<file path="src/hdl/stb_pkg.sv">
package stb_pkg;

    localparam logic [2:0] CMD_TICK    = 3'd0;
    localparam logic [2:0] CMD_INIT    = 3'd1;
    localparam logic [2:0] CMD_START   = 3'd2;
    localparam logic [2:0] CMD_STOP    = 3'd3;
    localparam logic [2:0] CMD_DESTROY = 3'd4;
    localparam logic [2:0] CMD_INFO    = 3'd5;

    localparam logic [1:0] ST_CREATED   = 2'd0;
    localparam logic [1:0] ST_STARTED   = 2'd1;
    localparam logic [1:0] ST_STOPPED   = 2'd2;
    localparam logic [1:0] ST_DESTROYED = 2'd3;

    typedef struct packed {
        logic [1:0]  status;
        logic        hard;
        logic [31:0] delay;
        logic [31:0] period;
        logic [31:0] count;
    } t_entry;

    localparam t_entry RESET_ENTRY = '{
        status: ST_DESTROYED,
        hard:   1'b0,
        delay:  32'd0,
        period: 32'd0,
        count:  32'd0
    };

    typedef struct packed {
        logic [7:0]  hard_mask;
        logic [7:0]  soft_mask;
        logic        ok;
        logic [1:0]  state;
        logic [31:0] delay;
        logic [31:0] period;
        logic        info_hard;
    } t_result;

    function automatic logic [31:0] first_load(input logic [31:0] delay,
                                               input logic [31:0] period);
        first_load = (delay != 32'd0) ? delay : period;
    endfunction

endpackage

</file>
<file path="src/hdl/stb_mem.sv">
module stb_mem #(
    parameter int NUM_TIMERS = 8,
    parameter int IW         = 3
) (
    input  logic            i_clk,
    input  logic            i_rst_n,
    input  logic [IW-1:0]   i_rd_addr,
    output stb_pkg::t_entry o_rd_entry,
    input  logic            i_wr_en,
    input  logic [IW-1:0]   i_wr_addr,
    input  stb_pkg::t_entry i_wr_entry
);

    stb_pkg::t_entry        r_mem [NUM_TIMERS];
    stb_pkg::t_entry        r_rdata;
    logic                   r_rd_valid;
    logic [NUM_TIMERS-1:0]  r_ent_valid;

    // entry storage and registered read port
    always_ff @(posedge i_clk) begin
        if (i_wr_en) begin
            r_mem[i_wr_addr] <= i_wr_entry;
        end
        r_rdata <= r_mem[i_rd_addr];
    end

    // per-entry written flags
    always_ff @(posedge i_clk) begin
        if (!i_rst_n) begin
            r_ent_valid <= '0;
            r_rd_valid  <= 1'b0;
        end else begin
            if (i_wr_en) begin
                r_ent_valid[i_wr_addr] <= 1'b1;
            end
            r_rd_valid <= r_ent_valid[i_rd_addr];
        end
    end

    assign o_rd_entry = r_rd_valid ? r_rdata : stb_pkg::RESET_ENTRY;

endmodule

</file>
<file path="src/hdl/stb_engine.sv">
module stb_engine #(
    parameter int NUM_TIMERS = 8,
    parameter int IW         = 3
) (
    input  logic             i_clk,
    input  logic             i_rst_n,
    input  logic             i_valid,
    output logic             o_stall,
    input  logic [2:0]       i_command,
    input  logic [2:0]       i_timer_index,
    input  logic [31:0]      i_start_delay,
    input  logic [31:0]      i_period,
    input  logic             i_hard_class,
    output logic [IW-1:0]    o_rd_addr,
    input  stb_pkg::t_entry  i_rd_entry,
    output logic             o_wr_en,
    output logic [IW-1:0]    o_wr_addr,
    output stb_pkg::t_entry  o_wr_entry,
    output logic             o_res_valid,
    output stb_pkg::t_result o_res,
    input  logic            i_res_take
);

    localparam logic [1:0] S_IDLE = 2'd0;
    localparam logic [1:0] S_EXEC = 2'd1;
    localparam logic [1:0] S_DONE = 2'd2;

    localparam logic [IW-1:0] LAST_PTR = IW'(NUM_TIMERS - 1);

    logic [1:0]       r_state, n_state;
    logic [2:0]       r_cmd;
    logic [2:0]       r_idx;
    logic             r_idx_ok;
    logic [31:0]      r_dly;
    logic [31:0]      r_per;
    logic             r_hc;
    logic [IW-1:0]    r_ptr, n_ptr;
    logic [7:0]       r_hard, n_hard;
    logic [7:0]       r_soft, n_soft;
    stb_pkg::t_result r_res, n_res;

    logic             accept;
    logic             in_idx_ok;
    logic             fire;
    logic [31:0]      dec_count;
    stb_pkg::t_entry  ent;
    stb_pkg::t_entry  n_entry;

    assign accept    = i_valid && !o_stall;
    assign in_idx_ok = {29'd0, i_timer_index} < NUM_TIMERS;
    assign o_stall   = (r_state != S_IDLE);
    assign ent       = i_rd_entry;
    assign dec_count = ent.count - 32'd1;

    always_comb begin
        n_state    = r_state;
        n_ptr      = r_ptr;
        n_hard     = r_hard;
        n_soft     = r_soft;
        n_res      = r_res;
        n_entry    = ent;
        o_wr_en    = 1'b0;
        o_wr_addr  = r_idx_ok ? IW'(r_idx) : '0;
        o_rd_addr  = '0;
        fire       = 1'b0;
        o_res_valid = 1'b0;

        unique case (r_state)
            S_IDLE: begin
                if (i_command != stb_pkg::CMD_TICK && in_idx_ok) begin
                    o_rd_addr = IW'(i_timer_index);
                end
                if (accept) begin
                    n_state = S_EXEC;
                    n_ptr   = '0;
                    n_hard  = '0;
                    n_soft  = '0;
                end
            end
            S_EXEC: begin
                n_res = '0;
                n_res.ok = 1'b1;
                if (r_cmd == stb_pkg::CMD_TICK) begin
                    o_wr_addr = r_ptr;
                    if (ent.status == stb_pkg::ST_STARTED) begin
                        o_wr_en = 1'b1;
                        if (ent.count == 32'd0) begin
                            fire = 1'b1;
                        end else begin
                            n_entry.count = dec_count;
                            fire = (dec_count == 32'd0);
                        end
                        if (fire) begin
                            if (ent.period != 32'd0) begin
                                n_entry.count = ent.period;
                            end else begin
                                n_entry.status = stb_pkg::ST_STOPPED;
                            end
                            if (ent.hard) begin
                                n_hard = r_hard | (8'd1 << r_ptr);
                            end else begin
                                n_soft = r_soft | (8'd1 << r_ptr);
                            end
                        end
                    end
                    if (r_ptr == LAST_PTR) begin
                        n_res.hard_mask = n_hard;
                        n_res.soft_mask = n_soft;
                        n_state = S_DONE;
                    end else begin
                        n_ptr     = r_ptr + 1'b1;
                        o_rd_addr = n_ptr;
                    end
                end else begin
                    n_state = S_DONE;
                    if (r_cmd > stb_pkg::CMD_INFO) begin
                        n_res.ok = 1'b0;
                    end else if (!r_idx_ok) begin
                        n_res.ok = 1'b0;
                        if (r_cmd == stb_pkg::CMD_INFO) begin
                            n_res.state = stb_pkg::ST_DESTROYED;
                        end
                    end else begin
                        unique case (r_cmd)
                            stb_pkg::CMD_INIT: begin
                                o_wr_en        = 1'b1;
                                n_entry.status = stb_pkg::ST_CREATED;
                                n_entry.hard   = r_hc;
                                n_entry.delay  = r_dly;
                                n_entry.period = r_per;
                                n_entry.count  = stb_pkg::first_load(r_dly, r_per);
                            end
                            stb_pkg::CMD_START: begin
                                if (ent.status == stb_pkg::ST_CREATED ||
                                    ent.status == stb_pkg::ST_STOPPED) begin
                                    o_wr_en        = 1'b1;
                                    n_entry.status = stb_pkg::ST_STARTED;
                                    n_entry.count  =
                                        stb_pkg::first_load(ent.delay, ent.period);
                                end else begin
                                    n_res.ok = 1'b0;
                                end
                            end
                            stb_pkg::CMD_STOP: begin
                                if (ent.status == stb_pkg::ST_STARTED) begin
                                    o_wr_en        = 1'b1;
                                    n_entry.status = stb_pkg::ST_STOPPED;
                                end else begin
                                    n_res.ok = 1'b0;
                                end
                            end
                            stb_pkg::CMD_DESTROY: begin
                                o_wr_en        = 1'b1;
                                n_entry.status = stb_pkg::ST_DESTROYED;
                            end
                            stb_pkg::CMD_INFO: begin
                                n_res.state     = ent.status;
                                n_res.delay     = ent.delay;
                                n_res.period    = ent.period;
                                n_res.info_hard = ent.hard;
                            end
                            default: begin
                                n_res.ok = 1'b0;
                            end
                        endcase
                    end
                end
            end
            S_DONE: begin
                o_res_valid = 1'b1;
                if (i_res_take) begin
                    n_state = S_IDLE;
                end
            end
            default: begin
                n_state = S_IDLE;
            end
        endcase
    end

    assign o_wr_entry = n_entry;
    assign o_res      = r_res;

    always_ff @(posedge i_clk) begin
        if (!i_rst_n) begin
            r_state <= S_IDLE;
        end else begin
            r_state <= n_state;
        end
    end

    always_ff @(posedge i_clk) begin
        if (accept) begin
            r_cmd    <= i_command;
            r_idx    <= i_timer_index;
            r_idx_ok <= in_idx_ok;
            r_dly    <= i_start_delay;
            r_per    <= i_period;
            r_hc     <= i_hard_class;
        end
        r_ptr  <= n_ptr;
        r_hard <= n_hard;
        r_soft <= n_soft;
        r_res  <= n_res;
    end

endmodule

</file>
<file path="src/hdl/software_timer_bank.sv">
// a tick walks the entry memory one entry per cycle, then its result word is
// registered and passed to the output register; other commands work on a single
// entry. A new command is taken only once the last result has moved into the
// output register, so commands never overlap
// reset: synchronous active-low i_rst_n; all timers read as destroyed with zero
// values, output word empty; no clearing pass
module software_timer_bank #(
    parameter int NUM_TIMERS = 8
) (
    input  logic        i_clk,
    input  logic        i_rst_n,
    input  logic        i_valid,
    output logic        o_stall,
    input  logic [2:0]  i_command,
    input  logic [2:0]  i_timer_index,
    input  logic [31:0] i_start_delay,
    input  logic [31:0] i_period,
    input  logic        i_hard_class,
    output logic        o_valid,
    input  logic        i_stall,
    output logic [7:0]  o_expired_hard_mask,
    output logic [7:0]  o_expired_soft_mask,
    output logic        o_command_ok,
    output logic [1:0]  o_info_state,
    output logic [31:0] o_info_start_delay,
    output logic [31:0] o_info_period,
    output logic        o_info_hard
);

    localparam int IW = (NUM_TIMERS > 1) ? $clog2(NUM_TIMERS) : 1;

    logic             rd_valid_unused;
    logic [IW-1:0]    rd_addr;
    stb_pkg::t_entry  rd_entry;
    logic             wr_en;
    logic [IW-1:0]    wr_addr;
    stb_pkg::t_entry  wr_entry;
    logic             res_valid;
    logic             res_take;
    stb_pkg::t_result res;
    stb_pkg::t_result r_out;
    logic             r_out_valid;

    assign rd_valid_unused = 1'b0;

    stb_mem #(
        .NUM_TIMERS (NUM_TIMERS),
        .IW         (IW)
    ) u_mem (
        .i_clk      (i_clk),
        .i_rst_n    (i_rst_n),
        .i_rd_addr  (rd_addr),
        .o_rd_entry (rd_entry),
        .i_wr_en    (wr_en),
        .i_wr_addr  (wr_addr),
        .i_wr_entry (wr_entry)
    );

    stb_engine #(
        .NUM_TIMERS (NUM_TIMERS),
        .IW         (IW)
    ) u_engine (
        .i_clk         (i_clk),
        .i_rst_n       (i_rst_n),
        .i_valid       (i_valid),
        .o_stall       (o_stall),
        .i_command     (i_command),
        .i_timer_index (i_timer_index),
        .i_start_delay (i_start_delay),
        .i_period      (i_period),
        .i_hard_class  (i_hard_class),
        .o_rd_addr     (rd_addr),
        .i_rd_entry    (rd_entry),
        .o_wr_en       (wr_en),
        .o_wr_addr     (wr_addr),
        .o_wr_entry    (wr_entry),
        .o_res_valid   (res_valid),
        .o_res         (res),
        .i_res_take    (res_take)
    );

    // output word register
    assign res_take = res_valid && (!r_out_valid || !i_stall) && !rd_valid_unused;

    always_ff @(posedge i_clk) begin
        if (!i_rst_n) begin
            r_out_valid <= 1'b0;
        end else if (res_take) begin
            r_out_valid <= 1'b1;
        end else if (!i_stall) begin
            r_out_valid <= 1'b0;
        end
    end

    always_ff @(posedge i_clk) begin
        if (res_take) begin
            r_out <= res;
        end
    end

    assign o_valid             = r_out_valid;
    assign o_expired_hard_mask = r_out.hard_mask;
    assign o_expired_soft_mask = r_out.soft_mask;
    assign o_command_ok        = r_out.ok;
    assign o_info_state        = r_out.state;
    assign o_info_start_delay  = r_out.delay;
    assign o_info_period       = r_out.period;
    assign o_info_hard         = r_out.info_hard;

endmodule

</file>
<file path="config.mk">
export PLATFORM = sky130hd
export DESIGN_NAME = software_timer_bank
export DESIGN_NICKNAME = d
export VERILOG_FILES = /design/src/hdl/stb_pkg.sv /design/src/hdl/stb_mem.sv /design/src/hdl/stb_engine.sv /design/src/hdl/software_timer_bank.sv
export SDC_FILE = /design/constraint.sdc
export NUM_CORES = 2
export LEC_CHECK = 0
export ABC_AREA = 1
export BUFFER_PORTS_ARGS = -buffer_cell sky130_fd_sc_hd__buf_2
export CAP_MARGIN = 40
export CELL_PAD_IN_SITES_DETAIL_PLACEMENT = 0
export CELL_PAD_IN_SITES_GLOBAL_PLACEMENT = 2
export CORE_ASPECT_RATIO = 0.8
export CORE_MARGIN = 2
export CORE_UTILIZATION = 41
export DETAILED_ROUTE_END_ITERATION = 8
export GPL_TIMING_DRIVEN = 0
export PLACE_DENSITY = 0.78
export SLEW_MARGIN = 20
export SYNTH_ARGS = -nofsm -noshare
export SYNTH_HDL_FRONTEND = slang
export SYNTH_HIERARCHICAL = 1
export SYNTH_SLANG_ARGS = --single-unit
</file>
<file path="constraint.sdc">
create_clock -name i_clk -period 8 [get_ports i_clk]
set_input_delay 0.8 -clock i_clk [delete_from_list [all_inputs] [get_ports i_clk]]
set_output_delay 0.8 -clock i_clk [all_outputs]
set_load 0.1 [all_outputs]
</file>
# Yosys cells after proc, flatten, opt, wreduce, memory -nomap -nowiden
# Memories as Yosys holds them, arrays and structs flattened. A register that Yosys moved wholly into a read port is not among the register bits.
# Cells that the tools add are included.
# op_classes
n_addsub	2
n_lt_le_gt_ge	4
bitwise_logic	4
reduce_logical	26
shifts	1
n_mux	68
n_eq_ne	16
# op_table
operator	count
$mux 99	3
$mux 32	8
$mux 65	2
$reduce_bool 32->1	3
$mux 8	9
$logic_not 32->1	2
$pmux 32 s2	1
$pmux 8 s2	2
$sub 32x1->32 const B	1
$mux 3	8
$or 8x8->8	3
$mux 2	10
$mux 1	17
$pmux 3 s2	2
$eq 3x3->1 const B	3
$lt 3x4->1 const B	2
$pmux 2 s4	1
$shl 1x3->8 const A	1
$eq 3x2->1 const B	2
$ne 2x1->1 const B	3
$pmux 1 s3	2
$pmux 2 s3	1
$reduce_and 3->1	2
$reduce_or 3->1	2
21 further kinds	31
# word_totals
out_inout_bits	86
ff_bits	270
mem_count	1
elab_cells	148
ram_bits	792
# mem_list
memory	depth	width	rd	rd_clocked_by_memory_dff	write_ports	line	text
u_mem.r_mem	8	99	1	1	1	stb_mem.sv:14	stb_pkg::t_entry r_mem [NUM_TIMERS];

# Depth between registers and ports, before layout
# logic_depth
word_depth	11
ltp_mapped	24

# Hierarchy
# The synthesis kept the hierarchy.
# by_module_without_submodules
module	instances	area_per_inst_um2	cells_per_inst
stb_mem	1	34949.8	3010
stb_engine	1	11279.6	1529
software_timer_bank	1	2567.5	90

# Worst setup path after synthesis
# No wires, ideal clock.
# synth_path
kind	reg2reg
startpoint	register u_mem.r_rd_valid
endpoint	memory u_mem/r_mem[7][0] (netlist name) (enable)
t_required_ps	7441
setup_ps	559
path_slack_ps	1298
path_stages_with_launch	10
t_arrival_ps	6143
path_cell_list	dfxtp_1 buf_2 clkbuf_1 nand2_1 nor2_1 clkinv_1 clkbuf_1 a211oi_1 nand2_1 nor2_1
# synth_rtl
element	line	text
start, declared	stb_mem.sv:16	logic r_rd_valid;
start signal, assigned	stb_mem.sv:36	r_rd_valid <= r_ent_valid[i_rd_addr];
end, declared	stb_mem.sv:14	

==> impl_results.md <==
* Outcome: finished clean
* GRT met2 Usage at 0.401
* CP Launch Type: flip-flop
* Syn-to-layout area delta at 15.4%
* Post-CTS Repair Setup Buffers at 0
* Count of nets left with antenna violations after detail routing at 0
* CTS tree: done
* Ratio of cells with drive above 1 in the final layout at 0.116
* First-pass GRT wire length at 232 mm
* GRT Max-Usage Layer: met2
* Starting utilization of the core area at 0.412
* WL per Instance at 24.6 µm
* Placer Congestion at 0.944
* Site Rows at 113
* MaxCap Viol Count at 0
* Number of storage elements in the synthesis netlist at 1161
* EDFF count, synth at 1050
* DRT iter0 DRCs at 3760
* Max-slew headroom at the worst pin at 0.405
* FMAX at 167 MHz
* Clock Latency Late Sink at 770 ps
* Floorplan die width at 390 µm
* CTS Hold Bufs at 0
* Count of buffers from port buffering at 160
* Total grt overflow at 0
* Core outline area at 0.118 mm²
* Level count of the clock H-tree at 3
* Power density normalized to cell area at 266 mW/mm²
* Worst IR Drop VDD at 0.198 mV
* Avg Inst Size Synth at 10.5 µm²
* Arrival time worst endpoint at 6360 ps
* IO Count at 161
* Netlist cell types at 42
* Worst hold slack at 207 ps
* Utilization of the core after routing at 0.476
* Unrepaired setup endpoints after global routing: no
* Die ar. at 0.122 mm²
* Worst slack, placed at 2150 ps
* Maximum clock path buffer count at 3
* Final max-slew violation count at 0
* Depth of the most critical reg-to-reg path at 12
* Crit Path Max Fanout at 63
* Clock tree root buffer cell: sky130_fd_sc_hd__clkbuf_16
* Number of gates resized after CTS at 0
* Wire length after detailed routing at 163 mm
* Final Cycle Share at 0.749
* Detailed-router iteration count before antenna repair at 6
* Placed Instances at 6391
* R2r setup slk at 2010 ps
* Nets in the synthesized netlist at 4712
* # nets final at 5055
* Launch instance of the worst register-to-register path: u_mem/r_rd_valid$_SDFF_PN0_
* Share of flip-flops with an asynchronous set or reset after synthesis at 0
* Largest net degree at the start of global routing at 78
* Global Route met1 Usage at 0.399
* Worst setup margin at 2010 ps
* TritonCTS sink count at 1161
* Die Height at 313 µm
* Crit path launch: u_mem/r_rd_valid$_SDFF_PN0_
* Req. time, crit path at 8370 ps
* Final std cells w/o fill at 6632
* Clock slew at reported path FFs at 60 ps
* Routing usage on met3 at 0.0512
* Gr usage total at 0.266
* Post-Syn Area at 0.0488 mm²
* Sequential-to-total area share from yosys stat at 0.692
* Min Clock Period, post-route at 5990 ps
* Type of element capturing the critical path: flip-flop
* Total negative setup slack at 0 ps
* Num CTS Buffers at 116
* Number of vias in the routed layout at 34600
* Measured slew at the worst slew-check pin at 893 ps
* Synth Instances at 4629
* Number of antenna violations at the first check in global routing at 10
* Number of hold-slack violations in the final timing report at 0
* CP endpoint: u_mem/r_mem[5][40]$_DFFE_PP_
* Primary FF master, synth: sky130_fd_sc_hd__edfxtp_1
* Leakage at 22.2 nW
* Final Skew at 51.2 ps
* Drt via density at 5.21
* Number of DRC violations after detailed routing at 0
* Hold/Removal Path Class: input pin to flip-flop
* Number of cells traversed by the worst hold path at 1
* Number of global-route vias before repair at 32100
* Filler cells at 11100
* Post-detailed-placement half-perimeter wirelength at 116 mm
* Final setup fails at 0
* Synth warn at 6
* Worst reg2reg endpoint: u_mem/r_mem[5][40]$_DFFE_PP_
* Category of the most critical setup path: flip-flop to flip-flop
[where the power goes]
part	internal (mW)	switching (mW)	total, mW
sequential	6.91	0.0884	7.00
combinational	0.623	1.86	2.49
clock	3.15	2.36	5.51
total	10.7	4.31	15.0
[final cells by class]
cell class | instances | area, µm² | share of cell area
Sequential cell | 1161 | 33800 | 0.600
Multi-Input combinational cell | 2925 | 12400 | 0.221
Clock buffer | 160 | 3190 | 0.0567
Tap cell | 1552 | 1940 | 0.0345
Timing Repair Buffer | 225 | 1620 | 0.0287
Buffer | 229 | 1480 | 0.0262
Inverter | 314 | 1240 | 0.0220
Clock inverter | 61 | 653 | 0.0116
Antenna cell | 5 | 12.5 | 0.000222
[flip-flops by register name (all words and copies together) (netlist names), 8 cells and up]
name / count
o_expired_hard_mask: 8
o_expired_soft_mask: 8
o_info_period: 32
o_info_start_delay: 32
u_engine/o_res: 84
u_engine/r_dly: 32
u_engine/r_hard: 8
u_engine/r_per: 32
u_engine/r_soft: 8
u_mem/r_ent_valid: 8
u_mem/r_mem: 792
u_mem/r_rdata: 99
[routing by layer]
metal,up-vias,share of wire
met4,2,0.021
li1,16300,-
met3,184,0.077
met5,-,0.00048
met1,16900,0.46
met2,1181,0.44
[cells in the final DEF, fill, tap and decap left out, types with 8 or more instances in the layout]
cell / instances
sky130_fd_sc_hd__nand3_1: 50
sky130_fd_sc_hd__inv_1: 299
sky130_fd_sc_hd__bufinv_16: 11
sky130_fd_sc_hd__clkbuf_2: 25
sky130_fd_sc_hd__nor3_1: 23
sky130_fd_sc_hd__clkinv_2: 16
sky130_fd_sc_hd__buf_6: 51
sky130_fd_sc_hd__nor2_2: 9
sky130_fd_sc_hd__clkbuf_8: 22
sky130_fd_sc_hd__a21oi_1: 120
sky130_fd_sc_hd__buf_16: 16
sky130_fd_sc_hd__nand4_1: 24
sky130_fd_sc_hd__clkbuf_16: 117
sky130_fd_sc_hd__clkbuf_1: 111
sky130_fd_sc_hd__dfxtp_1: 111
sky130_fd_sc_hd__ha_1: 8
sky130_fd_sc_hd__buf_4: 9
sky130_fd_sc_hd__o21ai_1: 94
sky130_fd_sc_hd__nand2_1: 1060
sky130_fd_sc_hd__edfxtp_1: 1050
sky130_fd_sc_hd__o21ai_0: 436
sky130_fd_sc_hd__buf_2: 252
sky130_fd_sc_hd__nor4_1: 15
sky130_fd_sc_hd__o221ai_1: 32
sky130_fd_sc_hd__nor2_1: 1022
sky130_fd_sc_hd__clkinv_1: 23
[through the flow]
stage                     cell area, µm²  total power, mW
after floorplan                    48800             8.62
after global placement             51500             9.55
after detailed placement           52300             9.57
after CTS                          56200             15.1
after global routing               56300             15.6
final                              56300             15.0
[cells by family after synthesis]
family                   synth area share
AND/OR/NAND/NOR                     0.177
flip-flops                          0.692
AO/OA/AOI/OAI                      0.0738
buffers and inverters              0.0544
adder cells (fa/ha/maj)           0.00205
XOR/XNOR                         0.000718
[critical path, cell delays in order, from the launching register on]
cell                       delay (ps)
sky130_fd_sc_hd__dfxtp_1          300
sky130_fd_sc_hd__buf_2            540
sky130_fd_sc_hd__clkbuf_1         600
sky130_fd_sc_hd__nand2_1          260
sky130_fd_sc_hd__nor2_2           680
sky130_fd_sc_hd__clkinv_1         640
sky130_fd_sc_hd__clkbuf_1         500
sky130_fd_sc_hd__a211oi_1         680
sky130_fd_sc_hd__nand2_1          240
sky130_fd_sc_hd__inv_1            170
sky130_fd_sc_hd__nand2_1          170
sky130_fd_sc_hd__inv_8            290
sky130_fd_sc_hd__buf_16           340
[cell usage after synthesis (8+ instances only)]
library cell	number	area, µm²
sky130_fd_sc_hd__nor4_1	15	93.8
sky130_fd_sc_hd__o21ai_0	437	2190
sky130_fd_sc_hd__ha_1	8	100
sky130_fd_sc_hd__buf_6	48	541
sky130_fd_sc_hd__o221ai_1	32	280
sky130_fd_sc_hd__inv_1	307	1150
sky130_fd_sc_hd__nor3_1	23	115
sky130_fd_sc_hd__nand3_1	50	250
sky130_fd_sc_hd__clkbuf_2	20	100
sky130_fd_sc_hd__edfxtp_1	1050	31500
sky130_fd_sc_hd__nand2_1	1060	3980
sky130_fd_sc_hd__dfxtp_1	111	2220
sky130_fd_sc_hd__buf_2	63	315
sky130_fd_sc_hd__o21ai_1	93	465
sky130_fd_sc_hd__nand4_1	24	150
sky130_fd_sc_hd__clkbuf_8	12	165
sky130_fd_sc_hd__a21oi_1	121	606
sky130_fd_sc_hd__clkbuf_1	81	304
sky130_fd_sc_hd__nor2_1	1025	3850
[how the worst min path moves through the flow]
stage / startpoint / to / slack, ps
6_report: i_period[31] / u_engine/r_per[31]$_DFFE_PP_ / 210
5_1_grt: i_period[5] / u_engine/r_per[5]$_DFFE_PP_ / 160
4_1_cts: i_period[31] / u_engine/r_per[31]$_DFFE_PP_ / 150
3_5_place_dp: u_engine/o_res[1]$_SDFFCE_PP0P_ / o_info_period[0]$_DFFE_PP_ / 400
3_3_place_gp: u_engine/o_res[10]$_SDFFCE_PP0P_ / o_info_period[9]$_DFFE_PP_ / 400
2_1_floorplan: u_engine/o_res[67]$_SDFFCE_PP1P_ / o_command_ok$_DFFE_PP_ / 400
(Power assumes the default switching activity.)
